===== config.mk =====
export PLATFORM = sky130hd
export DESIGN_NAME = dda_line_rasterizer
export DESIGN_NICKNAME = d
export VERILOG_FILES = /design/src/sv/dda_lr_pkg.sv /design/src/sv/dda_line_rasterizer.sv /design/src/sv/dda_lr_div.sv /design/src/sv/dda_lr_datapath.sv /design/src/sv/dda_lr_ctrl.sv
export SDC_FILE = /design/constraint.sdc
export NUM_CORES = 1
export LEC_CHECK = 0
export BUFFER_PORTS_ARGS = -buffer_cell sky130_fd_sc_hd__buf_2
export CAP_MARGIN = 0
export CORE_UTILIZATION = 65
export CTS_BUF_LIST = sky130_fd_sc_hd__clkbuf_4 sky130_fd_sc_hd__clkbuf_8
export CTS_CLUSTER_DIAMETER = 100
export DETAILED_ROUTE_END_ITERATION = 10
export PLACE_DENSITY = 0.94
export SYNTH_ARGS = -nofsm -noshare
export SYNTH_HDL_FRONTEND = slang
export SYNTH_HIERARCHICAL = 1
export SYNTH_SLANG_ARGS = --single-unit

===== constraint.sdc =====
create_clock -name i_clk -period 11.09 [get_ports i_clk]
set_input_delay 1.109 -clock i_clk [delete_from_list [all_inputs] [get_ports i_clk]]
set_output_delay 1.109 -clock i_clk [all_outputs]
set_load 0.05 [all_outputs]

===== src/sv/dda_lr_pkg.sv =====
// Shared types and constants of the DDA line rasterizer.
`default_nettype none

package dda_lr_pkg;

    // Action codes carried by an input transaction.
    localparam logic ACT_START   = 1'b0;
    localparam logic ACT_ADVANCE = 1'b1;

    // Width of one color component.
    localparam int CLR_BITS = 8;

    // Commands from the controller to the datapath.
    typedef struct packed {
        logic load_in;    // latch the endpoints and color of a start transaction
        logic prep;       // order the endpoints and set up the accumulator
        logic div_start;  // launch the slope division
        logic set_slope;  // take the rounded quotient as the slope
        logic step;       // advance the major axis and the accumulator
        logic load_out;   // load the output register with the current pixel
    } t_dp_cmd;

    // Status from the datapath to the controller.
    typedef struct packed {
        logic zero_len;   // both endpoints are the same pixel
        logic div_done;   // the quotient is ready
        logic last;       // the pixel being loaded is the final one
    } t_dp_status;

endpackage

`default_nettype wire


===== src/sv/dda_line_rasterizer.sv =====
// Top level of the DDA line rasterizer.
// A start transaction (action 0) latches two endpoints and a color; the block
// orders the endpoints along the major axis, divides for a signed fixed-point
// slope and then delivers the first pixel. After the accept, a setup state
// launches the one-bit-per-cycle restoring divider, the rounded quotient is
// taken as the slope and the output register is loaded with the first pixel
// once it is free; a zero-length line skips the divider and the slope step.
// No input is taken until the first pixel is loaded. Advance transactions
// (action 1) make one add on the major axis and one on the accumulator, so
// pixels stream out at one per clock while the output side keeps up. An
// advance after the final pixel, or before any line, is accepted and produces
// nothing. The final pixel of each line has last_pixel set.
`default_nettype none

module dda_line_rasterizer import dda_lr_pkg::*; #(
    parameter int COORD_BITS = 12,
    parameter int FRAC_BITS  = 16
) (
    input  wire logic                          i_clk,
    input  wire logic                          i_rst_n,
    input  wire logic                          i_in_valid,
    output logic                               o_in_stall,
    input  wire logic                          i_action,
    input  wire logic signed [COORD_BITS-1:0]  i_start_x,
    input  wire logic signed [COORD_BITS-1:0]  i_start_y,
    input  wire logic signed [COORD_BITS-1:0]  i_end_x,
    input  wire logic signed [COORD_BITS-1:0]  i_end_y,
    input  wire logic [CLR_BITS-1:0]           i_red_in,
    input  wire logic [CLR_BITS-1:0]           i_green_in,
    input  wire logic [CLR_BITS-1:0]           i_blue_in,
    output logic                               o_out_valid,
    input  wire logic                          i_out_stall,
    output logic signed [COORD_BITS-1:0]       o_pixel_x,
    output logic signed [COORD_BITS-1:0]       o_pixel_y,
    output logic [CLR_BITS-1:0]                o_red_out,
    output logic [CLR_BITS-1:0]                o_green_out,
    output logic [CLR_BITS-1:0]                o_blue_out,
    output logic                               o_last_pixel
);

    t_dp_cmd    w_cmd;
    t_dp_status w_status;

    // Sequencing and handshakes.
    dda_lr_ctrl u_ctrl (
        .i_clk       (i_clk),
        .i_rst_n     (i_rst_n),
        .i_in_valid  (i_in_valid),
        .i_action    (i_action),
        .o_in_stall  (o_in_stall),
        .o_out_valid (o_out_valid),
        .i_out_stall (i_out_stall),
        .i_status    (w_status),
        .o_cmd       (w_cmd)
    );

    // Arithmetic and result register.
    dda_lr_datapath #(
        .COORD_BITS (COORD_BITS),
        .FRAC_BITS  (FRAC_BITS)
    ) u_datapath (
        .i_clk        (i_clk),
        .i_rst_n      (i_rst_n),
        .i_cmd        (w_cmd),
        .i_start_x    (i_start_x),
        .i_start_y    (i_start_y),
        .i_end_x      (i_end_x),
        .i_end_y      (i_end_y),
        .i_red_in     (i_red_in),
        .i_green_in   (i_green_in),
        .i_blue_in    (i_blue_in),
        .o_status     (w_status),
        .o_pixel_x    (o_pixel_x),
        .o_pixel_y    (o_pixel_y),
        .o_red_out    (o_red_out),
        .o_green_out  (o_green_out),
        .o_blue_out   (o_blue_out),
        .o_last_pixel (o_last_pixel)
    );

endmodule

`default_nettype wire


===== src/sv/dda_lr_div.sv =====
// Restoring divider that forms the unrounded slope quotient one bit per cycle.
`default_nettype none

module dda_lr_div #(
    parameter int COORD_BITS = 12,
    parameter int FRAC_BITS  = 16
) (
    input  wire logic                   i_clk,
    input  wire logic                   i_rst_n,
    input  wire logic                   i_start,
    input  wire logic [COORD_BITS-1:0]  i_mag,
    input  wire logic [COORD_BITS-1:0]  i_divisor,
    output logic                        o_done,
    output logic [FRAC_BITS+1:0]        o_quotient
);

    // The dividend is the magnitude shifted left by FRAC_BITS + 1.
    localparam int DW = COORD_BITS + FRAC_BITS + 1;
    localparam int QW = FRAC_BITS + 2;
    localparam int CW = $clog2(DW + 1);
    localparam logic [CW-1:0] CNT_INIT = CW'(DW);
    localparam logic [CW-1:0] CNT_ONE  = CW'(1);

    logic [COORD_BITS-1:0] r_rem,     n_rem;
    logic [DW-1:0]         r_quo,     n_quo;
    logic [COORD_BITS-1:0] r_divisor, n_divisor;
    logic [CW-1:0]         r_cnt,     n_cnt;
    logic                  r_busy,    n_busy;
    logic                  r_done,    n_done;

    logic [COORD_BITS:0]   w_trial;
    logic [COORD_BITS:0]   w_diff;
    logic                  w_ge;

    // One trial subtraction per cycle.
    always_comb begin
        w_trial = {r_rem, r_quo[DW-1]};
        w_diff  = w_trial - {1'b0, r_divisor};
        w_ge    = (w_trial >= {1'b0, r_divisor});
    end

    // Next-state logic for the iteration.
    always_comb begin
        n_rem     = r_rem;
        n_quo     = r_quo;
        n_divisor = r_divisor;
        n_cnt     = r_cnt;
        n_busy    = r_busy;
        n_done    = 1'b0;
        if (i_start) begin
            n_rem     = '0;
            n_quo     = {i_mag, {(FRAC_BITS + 1){1'b0}}};
            n_divisor = i_divisor;
            n_cnt     = CNT_INIT;
            n_busy    = 1'b1;
        end else if (r_busy) begin
            n_rem  = w_ge ? w_diff[COORD_BITS-1:0] : w_trial[COORD_BITS-1:0];
            n_quo  = {r_quo[DW-2:0], w_ge};
            n_cnt  = r_cnt - CNT_ONE;
            if (r_cnt == CNT_ONE) begin
                n_busy = 1'b0;
                n_done = 1'b1;
            end
        end
    end

    // Control registers.
    always_ff @(posedge i_clk) begin
        if (!i_rst_n) begin
            r_busy <= 1'b0;
            r_done <= 1'b0;
            r_cnt  <= '0;
        end else begin
            r_busy <= n_busy;
            r_done <= n_done;
            r_cnt  <= n_cnt;
        end
    end

    // Data registers.
    always_ff @(posedge i_clk) begin
        r_rem     <= n_rem;
        r_quo     <= n_quo;
        r_divisor <= n_divisor;
    end

    assign o_done     = r_done;
    assign o_quotient = r_quo[QW-1:0];

endmodule

`default_nettype wire


===== src/sv/dda_lr_datapath.sv =====
// Datapath of the DDA line rasterizer: endpoint setup, slope, accumulator, output register.
`default_nettype none

module dda_lr_datapath import dda_lr_pkg::*; #(
    parameter int COORD_BITS = 12,
    parameter int FRAC_BITS  = 16
) (
    input  wire logic                          i_clk,
    input  wire logic                          i_rst_n,
    input  wire t_dp_cmd                       i_cmd,
    input  wire logic signed [COORD_BITS-1:0]  i_start_x,
    input  wire logic signed [COORD_BITS-1:0]  i_start_y,
    input  wire logic signed [COORD_BITS-1:0]  i_end_x,
    input  wire logic signed [COORD_BITS-1:0]  i_end_y,
    input  wire logic [CLR_BITS-1:0]           i_red_in,
    input  wire logic [CLR_BITS-1:0]           i_green_in,
    input  wire logic [CLR_BITS-1:0]           i_blue_in,
    output t_dp_status                         o_status,
    output logic signed [COORD_BITS-1:0]       o_pixel_x,
    output logic signed [COORD_BITS-1:0]       o_pixel_y,
    output logic [CLR_BITS-1:0]                o_red_out,
    output logic [CLR_BITS-1:0]                o_green_out,
    output logic [CLR_BITS-1:0]                o_blue_out,
    output logic                               o_last_pixel
);

    localparam int C  = COORD_BITS;
    localparam int F  = FRAC_BITS;
    localparam int AW = C + F + 1;   // accumulator, biased by one half
    localparam int SW = F + 2;       // signed slope
    localparam int QW = F + 2;       // unrounded quotient
    localparam logic [C-1:0] POS_ONE = {{(C - 1){1'b0}}, 1'b1};
    localparam logic [QW:0]  Q_ONE   = {{QW{1'b0}}, 1'b1};

    // Latched start transaction.
    logic signed [C-1:0]      r_sx, r_sy, r_ex, r_ey;
    logic [3*CLR_BITS-1:0]    r_color;

    // Line state.
    logic signed [C-1:0]      r_pos, r_end;
    logic signed [AW-1:0]     r_acc;
    logic signed [SW-1:0]     r_slope;
    logic                     r_steep;
    logic                     r_neg;

    // Output register.
    logic signed [C-1:0]      r_px, r_py;
    logic [CLR_BITS-1:0]      r_red, r_green, r_blue;
    logic                     r_last;

    // Setup signals.
    logic signed [C:0]        w_dx, w_dy, w_ndx, w_ndy;
    logic [C-1:0]             w_adx, w_ady;
    logic                     w_steep, w_rev, w_neg;
    logic signed [C-1:0]      w_maj0, w_maj1, w_min0, w_min1;
    logic signed [C-1:0]      w_a0, w_a1, w_b0;
    logic [C-1:0]             w_divisor, w_mag;

    // Slope and stepping signals.
    logic                     w_div_done;
    logic [QW-1:0]            w_quo;
    logic [QW:0]              w_qsum;
    logic signed [SW-1:0]     w_q;
    logic signed [AW-1:0]     w_slope_ext;
    logic signed [C-1:0]      w_pos_nx;
    logic signed [AW-1:0]     w_acc_nx;
    logic signed [C-1:0]      w_minor;
    logic                     w_last;

    // Swap the axes of a steep line and order the endpoints along the major axis.
    always_comb begin
        w_dx    = {r_ex[C-1], r_ex} - {r_sx[C-1], r_sx};
        w_dy    = {r_ey[C-1], r_ey} - {r_sy[C-1], r_sy};
        w_ndx   = -w_dx;
        w_ndy   = -w_dy;
        w_adx   = w_dx[C] ? w_ndx[C-1:0] : w_dx[C-1:0];
        w_ady   = w_dy[C] ? w_ndy[C-1:0] : w_dy[C-1:0];
        w_steep = (w_ady > w_adx);
        w_maj0  = w_steep ? r_sy : r_sx;
        w_maj1  = w_steep ? r_ey : r_ex;
        w_min0  = w_steep ? r_sx : r_sy;
        w_min1  = w_steep ? r_ex : r_ey;
        w_rev   = w_steep ? w_dy[C] : w_dx[C];
        w_neg   = (w_steep ? w_dx[C] : w_dy[C]) ^ w_rev;
        w_a0    = w_rev ? w_maj1 : w_maj0;
        w_a1    = w_rev ? w_maj0 : w_maj1;
        w_b0    = w_rev ? w_min1 : w_min0;
        w_divisor = w_steep ? w_ady : w_adx;
        w_mag     = w_steep ? w_adx : w_ady;
    end

    dda_lr_div #(
        .COORD_BITS (COORD_BITS),
        .FRAC_BITS  (FRAC_BITS)
    ) u_div (
        .i_clk      (i_clk),
        .i_rst_n    (i_rst_n),
        .i_start    (i_cmd.div_start),
        .i_mag      (w_mag),
        .i_divisor  (w_divisor),
        .o_done     (w_div_done),
        .o_quotient (w_quo)
    );

    // Round the quotient magnitude half away from zero; the sign is applied when the slope is set.
    always_comb begin
        w_qsum = {1'b0, w_quo} + Q_ONE;
        w_q    = $signed(w_qsum[QW:1]);
    end

    // Next pixel: one add on the major axis, one on the accumulator.
    always_comb begin
        w_slope_ext = {{(AW - SW){r_slope[SW-1]}}, r_slope};
        w_pos_nx    = i_cmd.step ? (r_pos + $signed(POS_ONE)) : r_pos;
        w_acc_nx    = i_cmd.step ? (r_acc + w_slope_ext) : r_acc;
        w_minor     = $signed(w_acc_nx[F +: C]);
        w_last      = (w_pos_nx >= r_end);
    end

    // Line state and latched transaction.
    always_ff @(posedge i_clk) begin
        if (i_cmd.load_in) begin
            r_sx    <= i_start_x;
            r_sy    <= i_start_y;
            r_ex    <= i_end_x;
            r_ey    <= i_end_y;
            r_color <= {i_red_in, i_green_in, i_blue_in};
        end
        if (i_cmd.prep) begin
            r_pos   <= w_a0;
            r_end   <= w_a1;
            r_acc   <= $signed({w_b0[C-1], w_b0, 1'b1, {(F - 1){1'b0}}});
            r_slope <= '0;
            r_steep <= w_steep;
            r_neg   <= w_neg;
        end
        if (i_cmd.set_slope) begin
            r_slope <= r_neg ? -w_q : w_q;
        end
        if (i_cmd.step) begin
            r_pos <= w_pos_nx;
            r_acc <= w_acc_nx;
        end
    end

    // Output register; steep pixels are swapped back to x and y.
    always_ff @(posedge i_clk) begin
        if (i_cmd.load_out) begin
            r_px    <= r_steep ? w_minor : w_pos_nx;
            r_py    <= r_steep ? w_pos_nx : w_minor;
            r_red   <= r_color[3*CLR_BITS-1:2*CLR_BITS];
            r_green <= r_color[2*CLR_BITS-1:CLR_BITS];
            r_blue  <= r_color[CLR_BITS-1:0];
            r_last  <= w_last;
        end
    end

    always_comb begin
        o_status.zero_len = (r_sx == r_ex) && (r_sy == r_ey);
        o_status.div_done = w_div_done;
        o_status.last     = w_last;
    end

    assign o_pixel_x    = r_px;
    assign o_pixel_y    = r_py;
    assign o_red_out    = r_red;
    assign o_green_out  = r_green;
    assign o_blue_out   = r_blue;
    assign o_last_pixel = r_last;

endmodule

`default_nettype wire


===== src/sv/dda_lr_ctrl.sv =====
// Controller of the DDA line rasterizer: sequencing, line status and output valid.
`default_nettype none

module dda_lr_ctrl import dda_lr_pkg::*; (
    input  wire logic        i_clk,
    input  wire logic        i_rst_n,
    input  wire logic        i_in_valid,
    input  wire logic        i_action,
    output logic             o_in_stall,
    output logic             o_out_valid,
    input  wire logic        i_out_stall,
    input  wire t_dp_status  i_status,
    output t_dp_cmd          o_cmd
);

    localparam logic [1:0] ST_IDLE = 2'd0;
    localparam logic [1:0] ST_PREP = 2'd1;
    localparam logic [1:0] ST_DIV  = 2'd2;
    localparam logic [1:0] ST_EMIT = 2'd3;

    logic [1:0] r_state,     n_state;
    logic       r_active,    n_active;
    logic       r_out_valid, n_out_valid;

    logic       w_out_free;
    logic       w_take;
    logic       w_accept;

    // Transactions are taken in idle whenever the output register can be refilled.
    always_comb begin
        w_out_free = !r_out_valid || !i_out_stall;
        w_take     = (r_state == ST_IDLE) && w_out_free;
        w_accept   = i_in_valid && w_take;
    end

    // Datapath commands.
    always_comb begin
        o_cmd.load_in   = w_accept && (i_action == ACT_START);
        o_cmd.step      = w_accept && (i_action == ACT_ADVANCE) && r_active;
        o_cmd.prep      = (r_state == ST_PREP);
        o_cmd.div_start = (r_state == ST_PREP) && !i_status.zero_len;
        o_cmd.set_slope = (r_state == ST_DIV) && i_status.div_done;
        o_cmd.load_out  = o_cmd.step || ((r_state == ST_EMIT) && w_out_free);
    end

    // State sequencing.
    always_comb begin
        n_state = r_state;
        case (r_state)
            ST_IDLE: begin
                if (o_cmd.load_in) begin
                    n_state = ST_PREP;
                end
            end
            ST_PREP: begin
                n_state = i_status.zero_len ? ST_EMIT : ST_DIV;
            end
            ST_DIV: begin
                if (i_status.div_done) begin
                    n_state = ST_EMIT;
                end
            end
            ST_EMIT: begin
                if (w_out_free) begin
                    n_state = ST_IDLE;
                end
            end
            default: begin
                n_state = ST_IDLE;
            end
        endcase
    end

    // Line status and output valid.
    always_comb begin
        n_active = r_active;
        if (o_cmd.load_out) begin
            n_active = !i_status.last;
        end else if (o_cmd.load_in) begin
            n_active = 1'b0;
        end
        n_out_valid = r_out_valid;
        if (o_cmd.load_out) begin
            n_out_valid = 1'b1;
        end else if (!i_out_stall) begin
            n_out_valid = 1'b0;
        end
    end

    always_ff @(posedge i_clk) begin
        if (!i_rst_n) begin
            r_state     <= ST_IDLE;
            r_active    <= 1'b0;
            r_out_valid <= 1'b0;
        end else begin
            r_state     <= n_state;
            r_active    <= n_active;
            r_out_valid <= n_out_valid;
        end
    end

    assign o_in_stall  = !w_take;
    assign o_out_valid = r_out_valid;

    // A held result is never overwritten.
    a_no_overwrite: assert property (@(posedge i_clk) disable iff (!i_rst_n)
        (r_out_valid && i_out_stall) |-> !o_cmd.load_out)
        else $error("output register loaded while a result is held");

    // The quotient moves the sequencer straight to the first pixel.
    a_div_to_emit: assert property (@(posedge i_clk) disable iff (!i_rst_n)
        (r_state == ST_DIV && i_status.div_done) |=> (r_state == ST_EMIT))
        else $error("divider completion did not lead to the first pixel");

    // Setup always leads to the division or the first pixel.
    a_prep_next: assert property (@(posedge i_clk) disable iff (!i_rst_n)
        (r_state == ST_PREP) |=> (r_state == ST_DIV || r_state == ST_EMIT))
        else $error("setup cycle followed by an unexpected state");

    // The final pixel ends the line.
    a_last_ends: assert property (@(posedge i_clk) disable iff (!i_rst_n)
        (o_cmd.load_out && i_status.last) |=> !r_active)
        else $error("line still active after its final pixel");

endmodule

`default_nettype wire


Word-level counts from Yosys, hierarchy flattened
Cells that the tools add are included.
{ "op_classes": {"n_eq_ne": 10, "n_addsub": 10, "n_reduce_logical": 24, "muxes": 42, "bitwise_logic": 4, "magnitude_cmp": 3} }
{ "ops": {"columns": ["operator", "count"], "rows": [
  ["12-bit 2-to-1 mux", 17],
  ["29-bit 2-to-1 mux", 5],
  ["18-bit 2-to-1 mux", 3],
  ["29-bit by 18-bit adder with 29-bit output", 1],
  ["12-bit by 12-bit subtractor with 13-bit output", 2],
  ["12-bit == test", 2],
  ["12-bit negator", 2],
  ["18-bit by 1-bit adder with 19-bit output (second input constant)", 1],
  ["18-bit negator", 1],
  ["13-bit by 12-bit greater-or-equal comparator with 1-bit output", 1],
  ["12-bit by 2-bit adder with 12-bit output (second input constant)", 1],
  ["12-bit greater-or-equal comparator", 1],
  ["12-bit > comparator", 1],
  ["12-bit subtractor", 1],
  ["1-bit 2-to-1 mux", 11],
  ["5-bit 2-to-1 mux", 2],
  ["1-bit logical AND", 9],
  ["2-bit by 1-bit inequality test with 1-bit output (second input constant)", 4],
  ["2-bit one-hot mux with 4 select lines", 1],
  ["2-bit nonzero test", 4],
  ["2-bit 2-to-1 mux", 3],
  ["5-bit by 1-bit == test with 1-bit output (second input constant)", 1],
  ["1-bit zero test", 5],
  ["5-bit by 1-bit subtractor with 5-bit output (second input constant)", 1],
  ["9 further kinds", 13]
]} }
{ "word_totals": {"input_bits": 77, "elab_cells": 121, "reg_bits": 258, "out_inout_bits": 51} }

Logic depth before layout (Yosys ltp)
{ "logic_depth": {"depth_word": 10, "ltp_mapped": 23, "ltp_nobuf": 20} }

Hierarchy
Netlist, hierarchy kept.
{ "by_module_without_submodules": {"columns": ["module", "cells_each", "instances", "seq_area_each_um2", "area_each_um2"], "rows": [
  ["dda_lr_datapath", 1313, 1, 5795.6, 13026.2],
  ["dda_lr_div", 303, 1, 1441.4, 3090.5],
  ["dda_lr_ctrl", 38, 1, 80.1, 310.3]
]} }

Worst setup path before layout
Ideal clock, no wire load.
{ "synth_path": {"path_type": "register to register", "startpoint": "reg u_datapath.r_sx[0]", "endpoint": "reg u_datapath.u_div.r_quo[18], data pin", "period_less_slack_ps": 5217, "path_buffers": 3, "setup_ps": 256, "arrival_time_ps": 4961, "path_slack_ps": 5873, "stages_incl_launch_ff": 20, "t_required_ps": 10834, "path_cell_list": "edfxtp_1 ha_1 fa_1 nand2b_1 a21oi_1 o311ai_1 or4b_1 nor4_2 a31oi_1 xnor2_2 ha_1 nand2_1 o211ai_1 o31ai_1 a21oi_1 clkbuf_1 clkbuf_1 buf_1 mux2i_1 a22o_1"} }
{ "synth_via": {"elab_chain_cells": 6, "word_cells_on_any_way": 10, "classes_between": "add/sub: 2; order compare: 1; eq/ne: 1; mux: 3; reduce/logical: 3"} }
{ "synth_lines": {"columns": ["element", "line", "rtl"], "rows": [
  ["from (decl)", "dda_lr_datapath.sv:36", "logic signed [C-1:0] r_sx, r_sy, r_ex, r_ey;"],
  ["from (signal assigned)", "dda_lr_datapath.sv:123", "r_sx <= i_start_x;"],
  ["12-bit by 12-bit subtractor with 13-bit output *", "dda_lr_datapath.sv:72", "w_dx = {r_ex[C-1], r_ex} - {r_sx[C-1], r_sx};"],
  ["12-bit negator", "dda_lr_datapath.sv:74", "w_ndx = -w_dx;"],
  ["12-bit 2-to-1 mux *", "dda_lr_datapath.sv:76", "w_adx = w_dx[C] ? w_ndx[C-1:0] : w_dx[C-1:0];"],
  ["12-bit > comparator", "dda_lr_datapath.sv:78", "w_steep = (w_ady > w_adx);"],
  ["12-bit 2-to-1 mux *", "dda_lr_datapath.sv:89", "w_mag = w_steep ? w_adx : w_ady;"],
  ["via u_datapath.w_mag[1]", "dda_lr_datapath.sv:57", "logic [C-1:0] w_divisor, w_mag;"],
  ["29-bit 2-to-1 mux *", "dda_lr_div.sv:50", "if (i_start) begin"],
  ["via u_datapath.u_div.n_quo[18]", "dda_lr_div.sv:25", "logic [DW-1:0] r_quo, n_quo;"],
  ["to (signal assigned)", "dda_lr_div.sv:83", "r_quo <= n_quo;"],
  ["to (decl)", "dda_lr_div.sv:25", null]
]} }
Mark *: on every way through the listed nets, which the timed path passes. The rest lies on a longest branch.
A chain may end at the register's enable or synchronous reset.

Worst setup path after layout
{ "layout_path": {"startpoint": "reg u_datapath.r_ey[0]", "endpoint": "reg u_datapath.r_pos[8], data pin"} }
{ "layout_via": {"elab_chain_cells": 8, "word_cells_on_any_way": 10, "classes_between": "add/sub: 2; order compare: 1; mux: 7"} }
{ "layout_lines": {"columns": ["element", "line", "rtl"], "rows": [
  ["from (decl)", "dda_lr_datapath.sv:36", null],
  ["from (signal assigned)", "dda_lr_datapath.sv:126", "r_ey <= i_end_y;"],
  ["12-bit by 12-bit subtractor with 13-bit output *", "dda_lr_datapath.sv:73", "w_dy = {r_ey[C-1], r_ey} - {r_sy[C-1], r_sy};"],
  ["12-bit negator", "dda_lr_datapath.sv:75", "w_ndy = -w_dy;"],
  ["12-bit 2-to-1 mux", "dda_lr_datapath.sv:77", "w_ady = w_dy[C] ? w_ndy[C-1:0] : w_dy[C-1:0];"],
  ["12-bit > comparator", "dda_lr_datapath.sv:78", null],
  ["12-bit 2-to-1 mux, or another cell as far along", "dda_lr_datapath.sv:79", "w_maj0 = w_steep ? r_sy : r_sx;"],
  ["12-bit 2-to-1 mux *", "dda_lr_datapath.sv:85", "w_a0 = w_rev ? w_maj1 : w_maj0;"],
  ["12-bit 2-to-1 mux *", "dda_lr_datapath.sv:129", "if (i_cmd.prep) begin"],
  ["12-bit 2-to-1 mux *", "dda_lr_datapath.sv:140", "if (i_cmd.step) begin"],
  ["to (signal assigned)", "dda_lr_datapath.sv:130", "r_pos <= w_a0;"],
  ["to (signal assigned)", "dda_lr_datapath.sv:141", "r_pos <= w_pos_nx;"],
  ["to (decl)", "dda_lr_datapath.sv:40", "logic signed [C-1:0] r_pos, r_end;"]
]} }
Mark *: on every way between the ends. The rest lies on a longest branch, timed or not. The select of a mux whose other input is x is not followed.

==> flow_metrics.tcl <==
set metrics [dict create \
    syn_inst 1654 \
    skew_ns 0.0323 \
    grt_usage 0.325 \
    crit_family "compound AO/OA/AOI/OAI gates" \
    clk_latency_ns 0.57 \
    first_pass_iters 5 \
    rsz0062_at_grt "no" \
    vias 13400 \
    place.gp.congestion 0.977 \
    rows 57 \
    reg2reg_slack_ns 4.54 \
    p_leak_nw 7.23 \
    setup_viol 0 \
    min_period_ns 6.55 \
    die_h_um 161 \
    fmax_mhz 153 \
    layoutNonFillerInstCount 2092 \
    hold_end "u_datapath/o_red_out[3]$_DFFE_PP_" \
    path_depth 18 \
    cp-end-kind "flop" \
    layout_commonest_cell "edfxtp_1" \
    finalMaxSlewViolations 0 \
    synthArstFlopShare 0 \
    grt_pass1_wl_um 66400 \
    critPathKind "reg -> reg" \
    max-slew-margin-rel 0.261 \
    cp-start-kind "flop" \
    synth-compound-area-share 0.176 \
    nets 1917 \
    r2r_end "u_datapath/r_pos[8]$_DFFE_PP_" \
    synth_top_family_by_area "compound AO/OA/AOI/OAI gates" \
    synth_edf_count 217 \
    worst_slew_pin_slew_ns 1.11 \
    final_cell_mix "edfxtp_1 (217), nor2_1 (156), buf_2 (127)" \
    route.antenna.remaining_nets 0 \
    worstPathRequired_ns 11.35 \
    power.density_nw_per_um2 350 \
    vdd_drop_max_mv 0.261 \
    htree_levels 2 \
    post-cts-setup-buffer-count 0 \
    crit_chain "inv_1 > ha_1 > fa_1 > nor2b_1 > o31a_1 > o21ai_0 > o22a_1 > o21ai_0 > xnor2_1 > ha_1 > a21oi_1 > nor2_1 > a2111oi_0 > a21oi_4 > mux2i_4 > buf_4 > mux2i_1 > a221oi_1" \
    antenna_found_initial 2 \
    cp_slowest_cell "o22a_1" \
    avgSynthCellArea_um2 9.93 \
    initial_core_util 0.670 \
    hold_violations 0 \
    critical-path-max-stage-delay_ns 0.93 \
    cts_root_buffer "clkbuf_8" \
    synth-seq-area-share 0.445 \
    post_cts_resized 0 \
    avgRoutedWirePerCell_um 20.0 \
    worstPathArrival_ns 6.82 \
    utilization 0.732 \
    min_from "u_datapath/r_color[19]$_DFFE_PP_" \
    cts_sinks 257 \
    grt_overflow 0 \
    place_hpwl_um 30500 \
    core_um2 24500 \
    crit_fanout 65 \
    n_antenna_cell 0 \
    status "completed" \
    syn2layout_area_growth_pct 9.25 \
    reg2reg_from "u_datapath/r_ey[0]$_DFFE_PP_" \
    maxCapViolCount 0 \
    fin_crit_sh 0.591 \
    synth_fp_nets 1833 \
    path_clk_slew_ns 0.06 \
    clock_path_buffers 3 \
    grt_max_degree 73 \
    tns_ns 0 \
    tritoncts "done" \
    hold_depth 0 \
    drt-initial-drc-count 1519 \
    first_global_vias 12900 \
    synth-main-ff-cell "edfxtp_1" \
    cts_buffers 42 \
    dpl.cell_count 2018 \
    worst-path-buf-inv 2 \
    dieArea_um2 25900 \
    ys_warn_count 6 \
    portBuffers 127 \
    final.fill_count 1688 \
    synth_area_um2 16400 \
    yosysUniqueCellTypes 95 \
    synth_xor_area_frac 0.0554 \
    die_w_um 161 \
    hold_class "reg -> reg" \
    ios 128 \
    holdBufCountCts 0 \
    post_drt_via_cell_ratio 6.43 \
    synth_fa_ha_area_frac 0.0795 \
    post-route-drc-count 0 \
    synth_seq_cells 257 \
    routed_wl_um 41900 \
    drive_gt1_frac 0.144 \
    synthMuxAreaShare 0.0474 \
    synth-simple-area-share 0.146 \
    r2r_cells 18 \
]
how the worst max path moves through the flow:
| stage | endpoint | slack, ns | start |
|---|---|---|---|
| 4_1_cts | u_datapath/r_pos[8]$_DFFE_PP_ | 4.61 | u_datapath/r_ey[0]$_DFFE_PP_ |
| 6_report | u_datapath/r_pos[8]$_DFFE_PP_ | 4.54 | u_datapath/r_ey[0]$_DFFE_PP_ |
| 3_3_place_gp | u_datapath/r_acc[17]$_DFFE_PP_ | 4.97 | u_datapath/r_sy[0]$_DFFE_PP_ |
| 3_5_place_dp | u_datapath/r_acc[17]$_DFFE_PP_ | 4.66 | u_datapath/r_ey[0]$_DFFE_PP_ |
| 2_1_floorplan | u_datapath/u_div/r_quo[18]$_DFFE_PP_ | 5.87 | u_datapath/r_sx[0]$_DFFE_PP_ |
| 5_1_grt | u_datapath/r_pos[8]$_DFFE_PP_ | 4.02 | u_datapath/r_ey[0]$_DFFE_PP_ |
metal layers:
metal	part of all wire	vias up	wire [um]	track usage
met5	0.00019	-	8	0
met4	0.037	2	1560	0.130
met3	0.092	147	3860	0.0578
met2	0.47	756	19700	0.537
met1	0.40	6272	16800	0.425
li1	-	6267	-	-
cells by family (layout without fill, tap and decap cells):
logic type	after synthesis	after routing
compound gates	430	430
simple gates	493	493
flops	257	257
xor+xnor	103	103
mux	77	77
fa+ha+maj	102	102
buf+inv	192	306
power breakdown:
group / internal, mW / total, mW / switching (mW)
combinational: 1.44 / 3.73 / 2.29
sequential: 1.53 / 1.75 / 0.213
clock: 0.426 / 0.801 / 0.375
total: 3.40 / 6.28 / 2.88
flip-flops by register name, summed over array words and instances, names as in the netlist, 18 cells and up:
register,count
u_datapath/r_acc,28
u_datapath/u_div/r_quo,29
u_datapath/r_color,24
u_datapath/r_slope,18
synthesized netlist by cell type, types with 8 or more instances:
cell	count	area, um^2
o21ai_0	81	405
o21a_1	17	128
nor4_1	13	81.3
nand2b_1	14	87.6
nand3_1	33	165
nand2_1	120	450
o31ai_1	11	82.6
a211oi_1	19	143
buf_1	13	48.8
and3_1	22	138
xnor2_1	57	499
and2_1	18	113
a31oi_1	20	125
a22o_1	12	105
nand4_1	20	125
nor2b_1	22	138
buf_2	9	45.0
o211ai_1	15	113
a21o_1	27	203
mux2i_1	71	711
nor3_1	22	110
buf_4	21	158
clkbuf_1	53	199
o211a_1	9	90.1
dfxtp_1	40	801
ha_1	98	1230
xor2_1	45	394
and4_1	8	70.1
o221ai_1	12	105
inv_1	94	353
or2_2	10	62.6
edfxtp_1	217	6520
a21oi_1	126	631
nor2_1	158	593
metrics by stage:
step	setup WS, ns	hold slack (ns)	total power, mW	area (um^2)
6_report	4.54	0.412	6.28	17900
5_1_grt	4.02	0.420	6.68	17900
4_1_cts	4.61	0.412	6.21	17900
3_5_place_dp	4.66	0.405	5.37	17100
3_3_place_gp	4.97	0.401	5.19	17100
2_1_floorplan	5.87	0.400	4.57	16400
area by class of cell:
cell class | instances | area (um^2) | area share
well taps | 324 | 405 | 0.0226
clock buffers | 58 | 729 | 0.0406
repair buffers | 138 | 718 | 0.0400
clock inverters | 16 | 81.3 | 0.00453
multi-input cells | 1205 | 8340 | 0.465
inverters | 94 | 353 | 0.0197
flip-flops and latches | 257 | 7320 | 0.408
Power figures use the tool's default switching activity.
